==> src/design/qs_pkg.sv <==
package qs_pkg;

    localparam int COMP_WIDTH = 16;

    localparam int Q_W      = 16;
    localparam int QN_W     = 17;
    localparam int T_W      = 16;
    localparam int COS_W    = 19;
    localparam int TH_W     = 17;
    localparam int ANG_W    = 31;
    localparam int SIN_W    = 32;
    localparam int FRAC     = 30;
    localparam int MAG_W    = 30;
    localparam int SQ_W     = 64;
    localparam int REM_W    = 46;
    localparam int QUO_W    = 15;
    localparam int MARGIN_W = 11;

    localparam int ONE_Q14      = 16384;
    localparam int ONE_T        = 32768;
    localparam int QUARTER_TURN = 65536;
    localparam int COS_ROUND    = 8192;

    localparam logic [SIN_W-1:0] SIN_C1 = 32'd1686629713;
    localparam logic [SIN_W-1:0] SIN_C3 = 32'd693598669;
    localparam logic [SIN_W-1:0] SIN_C5 = 32'd85569278;
    localparam logic [SIN_W-1:0] SIN_C7 = 32'd5026991;
    localparam logic [SIN_W-1:0] SIN_C9 = 32'd172272;

    typedef struct packed {
        logic signed [COMP_WIDTH-1:0] first_w;
        logic signed [COMP_WIDTH-1:0] first_x;
        logic signed [COMP_WIDTH-1:0] first_y;
        logic signed [COMP_WIDTH-1:0] first_z;
        logic signed [COMP_WIDTH-1:0] other_w;
        logic signed [COMP_WIDTH-1:0] other_x;
        logic signed [COMP_WIDTH-1:0] other_y;
        logic signed [COMP_WIDTH-1:0] other_z;
        logic [T_W-1:0]               blend;
    } req_t;

    typedef struct packed {
        logic signed [COMP_WIDTH-1:0] out_w;
        logic signed [COMP_WIDTH-1:0] out_x;
        logic signed [COMP_WIDTH-1:0] out_y;
        logic signed [COMP_WIDTH-1:0] out_z;
        logic                         used_linear;
    } rsp_t;

    typedef struct packed {
        logic [3:0][Q_W-1:0]  p;
        logic [3:0][QN_W-1:0] q;
        logic [T_W-1:0]       t;
        logic [COS_W-1:0]     cosq;
        logic                 lin;
    } front_t;

    typedef struct packed {
        logic [3:0][MAG_W-1:0] mag;
        logic [3:0]            neg;
        logic                  lin;
    } norm_t;

    typedef struct packed {
        logic [3:0][REM_W-1:0] rem;
        logic [3:0][QUO_W-1:0] quo;
        logic [31:0]           d;
        logic [3:0]            neg;
        logic                  lin;
        logic                  zero;
    } div_t;

    // horner coefficients from degree 7 down to 1
    function automatic logic [SIN_W-1:0] sin_coef(input int k);
        logic [SIN_W-1:0] c;
        case (k)
            0:       c = SIN_C7;
            1:       c = SIN_C5;
            2:       c = SIN_C3;
            3:       c = SIN_C1;
            default: c = SIN_C7;
        endcase
        return c;
    endfunction

endpackage

==> src/design/qs_sqrt_cell.sv <==
module qs_sqrt_cell #(
    parameter int STEP = 0
) (
    input  logic                    clk,
    input  logic                    rst_n,
    input  logic                    en,
    input  logic                    vin,
    input  logic [qs_pkg::SQ_W-1:0] n_in,
    input  logic [qs_pkg::SQ_W-1:0] r_in,
    input  qs_pkg::norm_t           f_in,
    output logic                    vout,
    output logic [qs_pkg::SQ_W-1:0] n_out,
    output logic [qs_pkg::SQ_W-1:0] r_out,
    output qs_pkg::norm_t           f_out
);
    import qs_pkg::*;

    localparam logic [SQ_W-1:0] BVAL = SQ_W'(1) << (62 - 2 * STEP);

    logic [SQ_W-1:0] trial;
    logic [SQ_W-1:0] n_next;
    logic [SQ_W-1:0] r_next;
    logic            v_reg;
    logic [SQ_W-1:0] n_reg;
    logic [SQ_W-1:0] r_reg;
    norm_t           f_reg;

    always_comb
    begin
        trial = r_in + BVAL;
        if (n_in >= trial)
        begin
            n_next = n_in - trial;
            r_next = (r_in >> 1) + BVAL;
        end
        else
        begin
            n_next = n_in;
            r_next = r_in >> 1;
        end
    end

    always_ff @(posedge clk or negedge rst_n)
    begin
        if (!rst_n)
        begin
            v_reg <= 1'b0;
        end
        else if (en)
        begin
            v_reg <= vin;
        end
    end

    always_ff @(posedge clk)
    begin
        if (en)
        begin
            n_reg <= n_next;
            r_reg <= r_next;
            f_reg <= f_in;
        end
    end

    assign vout  = v_reg;
    assign n_out = n_reg;
    assign r_out = r_reg;
    assign f_out = f_reg;

endmodule

==> config.mk <==
export PLATFORM = sky130hd
export DESIGN_NAME = qs_sqrt_cell
export DESIGN_NICKNAME = d
export VERILOG_FILES = /design/src/design/qs_pkg.sv /design/src/design/qs_sqrt_cell.sv
export SDC_FILE = /design/constraint.sdc
export NUM_CORES = 1
export LEC_CHECK = 0
export ABC_AREA = 1
export BUFFER_PORTS_ARGS = -buffer_cell sky130_fd_sc_hd__buf_2
export CORE_MARGIN = 2
export CORE_UTILIZATION = 30
export CTS_BUF_LIST = sky130_fd_sc_hd__clkbuf_4 sky130_fd_sc_hd__clkbuf_8 sky130_fd_sc_hd__clkbuf_16
export CTS_CLUSTER_DIAMETER = 30
export DETAILED_ROUTE_END_ITERATION = 10
export PLACE_DENSITY = 0.54
export SYNTH_ARGS = -nofsm -noshare
export SYNTH_HDL_FRONTEND = slang
export SYNTH_SLANG_ARGS = --single-unit
export TNS_END_PERCENT = 50
==> constraint.sdc <==
create_clock -name clk -period 0.9 [get_ports clk]
set_input_delay 0.18 -clock clk [delete_from_list [all_inputs] [get_ports clk]]
set_output_delay 0.18 -clock clk [all_outputs]
set_load 0.005 [all_outputs]
==> results.ini <==
[sta]
maxSlewViolCount=0
tns_ns=-148.32
period_share_pct=198
setup_viol=320
rsz0062_at_grt=true
fmax_mhz=562
tightest_slew_ns=0.326
layout_setup_ws_ns=-0.880
hold_viol=0
fin_skew_ns=0
period_minus_slack_ns=1.78
slew-limit-headroom_pct=78.1

[route]
routed_wl_um=68600
wl_per_cell_um=18.4
vias=16300
drc=0
viasPerCell=4.37
drtPass1Iterations=5
ant_nets=0
drtIter0Drc=801

[synthesis]
syn_area_per_cell_um2=8.06
synth_most_common_cell=nand2_1
synth_seq_cells=254
yosys_warnings=0
synth_top_area_cell=edfxtp_1
syn_area_mm2=0.0148
synthTopCellsByCount=753 x nand2_1, 396 x inv_1, 253 x edfxtp_1
synthFlopType=edfxtp_1
synthArstFlopShare_pct=0.394
synth_top_area_share_pct=51.2
netlist_instances=1840
synth_fp_nets=2162
synth_compound_area_share_pct=1.81
yosysSeqAreaShare_pct=51.4
synth_top_family_by_area=simple AND/OR/NAND/NOR gates
synth-simple-area-share_pct=28.1
synth-xor-area-share_pct=1.89
yosysUniqueCellTypes=35
synthAdderAreaFrac_pct=5.53
synth-edff-count=253
synth.top_cells.by_area=edfxtp_1 51%, nand2_1 19%, inv_1 10%, ha_1 5.4%, nor2_1 2.8%
muxShareOfSynthArea_pct=0.0759

[pwr]
p_per_area_mw_per_mm2=1740
ir_drop_v=0.00149
leakagePower_nw=13.9
power_mw=47.8

[clocking]
root_buffer=clkbuf_16
tritoncts.num_buffers=56
clock-sinks=254
insertion_delay_ns=0.59
cts.clk_slew.worst_paths_ns=0.05
clk_path_buf_depth=3
htreeDepth=2
cts_tree=yes

[floorplanning]
start_util_pct=30.4
die-area_mm2=0.0512
io-pin-count=511
die_y_um=226
coreArea_mm2=0.0488
rows=81
die_x_um=226

[setup_path]
endpoint_kind=flop
slowest_stage=fa_2
start_kind=primary input
worstPathArrival_ns=2.11
cp.buffers_inverters=6
path_common_cell=nand2_4
rr_worst_depth=1
cp_slowest_stage_delay_ns=0.37
crit_family=simple AND/OR/NAND/NOR gates
crit_required_ns=1.23
path_depth=20
path_cells=buf_12 -> inv_12 -> ha_4 -> fa_2 -> inv_2 -> nand3_2 -> nand2_2 -> nand2_2 -> nand2_4 -> nand2_4 -> nand2_4 -> nand2_4 -> nand3_4 -> nand2_4 -> nand2_8 -> buf_12 -> inv_16 -> buf_16 -> nand2_2 -> nand2_1
worstSetupPathType=primary input to flop
path_max_fanout=5

[global_routing]
antenna_found_initial=5
gr-total-overflow=0
grt_pass1_vias=17100
grt_use_total_pct=25.9
grt_max_degree=43
grt_pass1_wl_um=98500

[worst_hold_path]
hold-path-cell-count=4
hold_path_class=primary input to flop

[place]
dp_hpwl_um=50500
placed_cell_area_mm2=0.0205
io_buffer_count=510
gp_congestion=0.932

[job]
cap_viol_max_count=0

[run_status]
violations=negative setup slack
status=finished, violations left

[layout]
post-route-util_pct=56.1
area_growth_pct=84.9
fin_nets=3331
fin_area_mm2=0.0274
drive_gt1_share_pct=43.5

[state kept, by name (all words and copies together), names as in the netlist]
| signal | cells |
|---|---|
| vout | 1 |
| r_out | 64 |
| f_out | 125 |
| n_out | 64 |
[cells in the final DEF (no fill, tap or decap), types with 29 or more instances in the layout]
master / n
buf_4: 324
nor2_2: 35
buf_2: 496
nand2_1: 616
inv_1: 365
nor2_1: 73
edfxtp_1: 253
ha_4: 53
nand2_2: 116
nand3_1: 59
inv_2: 37
clkbuf_16: 58
dlygate4sd3_1: 253
xor2_1: 29
nand2_4: 36
[tightest hold or removal path, cell delays in order]
cell and delay (ns):
buf_2 0.12, buf_4 0.11, nand2_1 0.04, nand2_1 0.06
[final cells by class]
type	count	area [um^2]
tap	664	831
timing repair buffer	1122	8310
fill	4380	21400
multi-input combinational	1166	7220
inverter	408	1570
timing repair inverter	1	20.0
clock buffer	63	1450
sequential	254	7620
antenna	5	12.5
clock inverter	37	393
[where the power goes]
group	leakage, nW	total, mW	switching, mW	internal (mW)
Combinational	10.5	13.0	6.71	6.26
Sequential	2.49	14.9	0.387	14.5
Clock	0.906	20.0	6.91	13.1
Total	13.9	47.8	14.0	33.8
[per-layer routing]
layer	GRT usage (%)	vias up	part of all wire (%)	wire length (um)
li1	-	8065	-	-
met4	9.51	0	3.2	2210
met2	47.6	502	51	35000
met3	4.44	99	5.3	3640
met5	0	-	0	0
met1	30.0	7592	40	27700
[worst paths after layout]
path                       startpoint   endpoint  slack, ns
setup / recovery              n_in[0]  n_out[56]      -0.88
hold / removal               n_in[36]  n_out[36]       0.03
setup reg to reg                 vout       vout       0.14
hold reg to reg                  vout       vout       0.54
max in group asynchronous       rst_n       vout       0.37
min in group asynchronous       rst_n       vout       0.42
[logic make-up after synthesis]
group,after synthesis
mux,1
buf+inv,421
xor+xnor,32
compound gates,52
flops,254
fa+ha+maj,65
simple gates,1015
[through the flow]
step	setup slack, ns	std cells	hold WS, ns
3_3_place_gp	-1.68	3301	-0.0442
5_1_grt	-0.971	3719	0.0481
4_1_cts	-0.801	3706	-0.0786
2_1_floorplan	-1.10	1840	-0.116
3_5_place_dp	-1.70	3301	-0.0440
6_report	-0.880	3720	0.0315
[repair_timing]
item,CTS,global route
setup endpoints to repair,320,320
pin swaps,46,38
gates cloned,9,3
gates resized for setup,339,87
hold buffers,252,1
endpoints found under the hold margin,252,1
setup buffers,45,6
No activity file was read; power rests on OpenSTA's default activity.
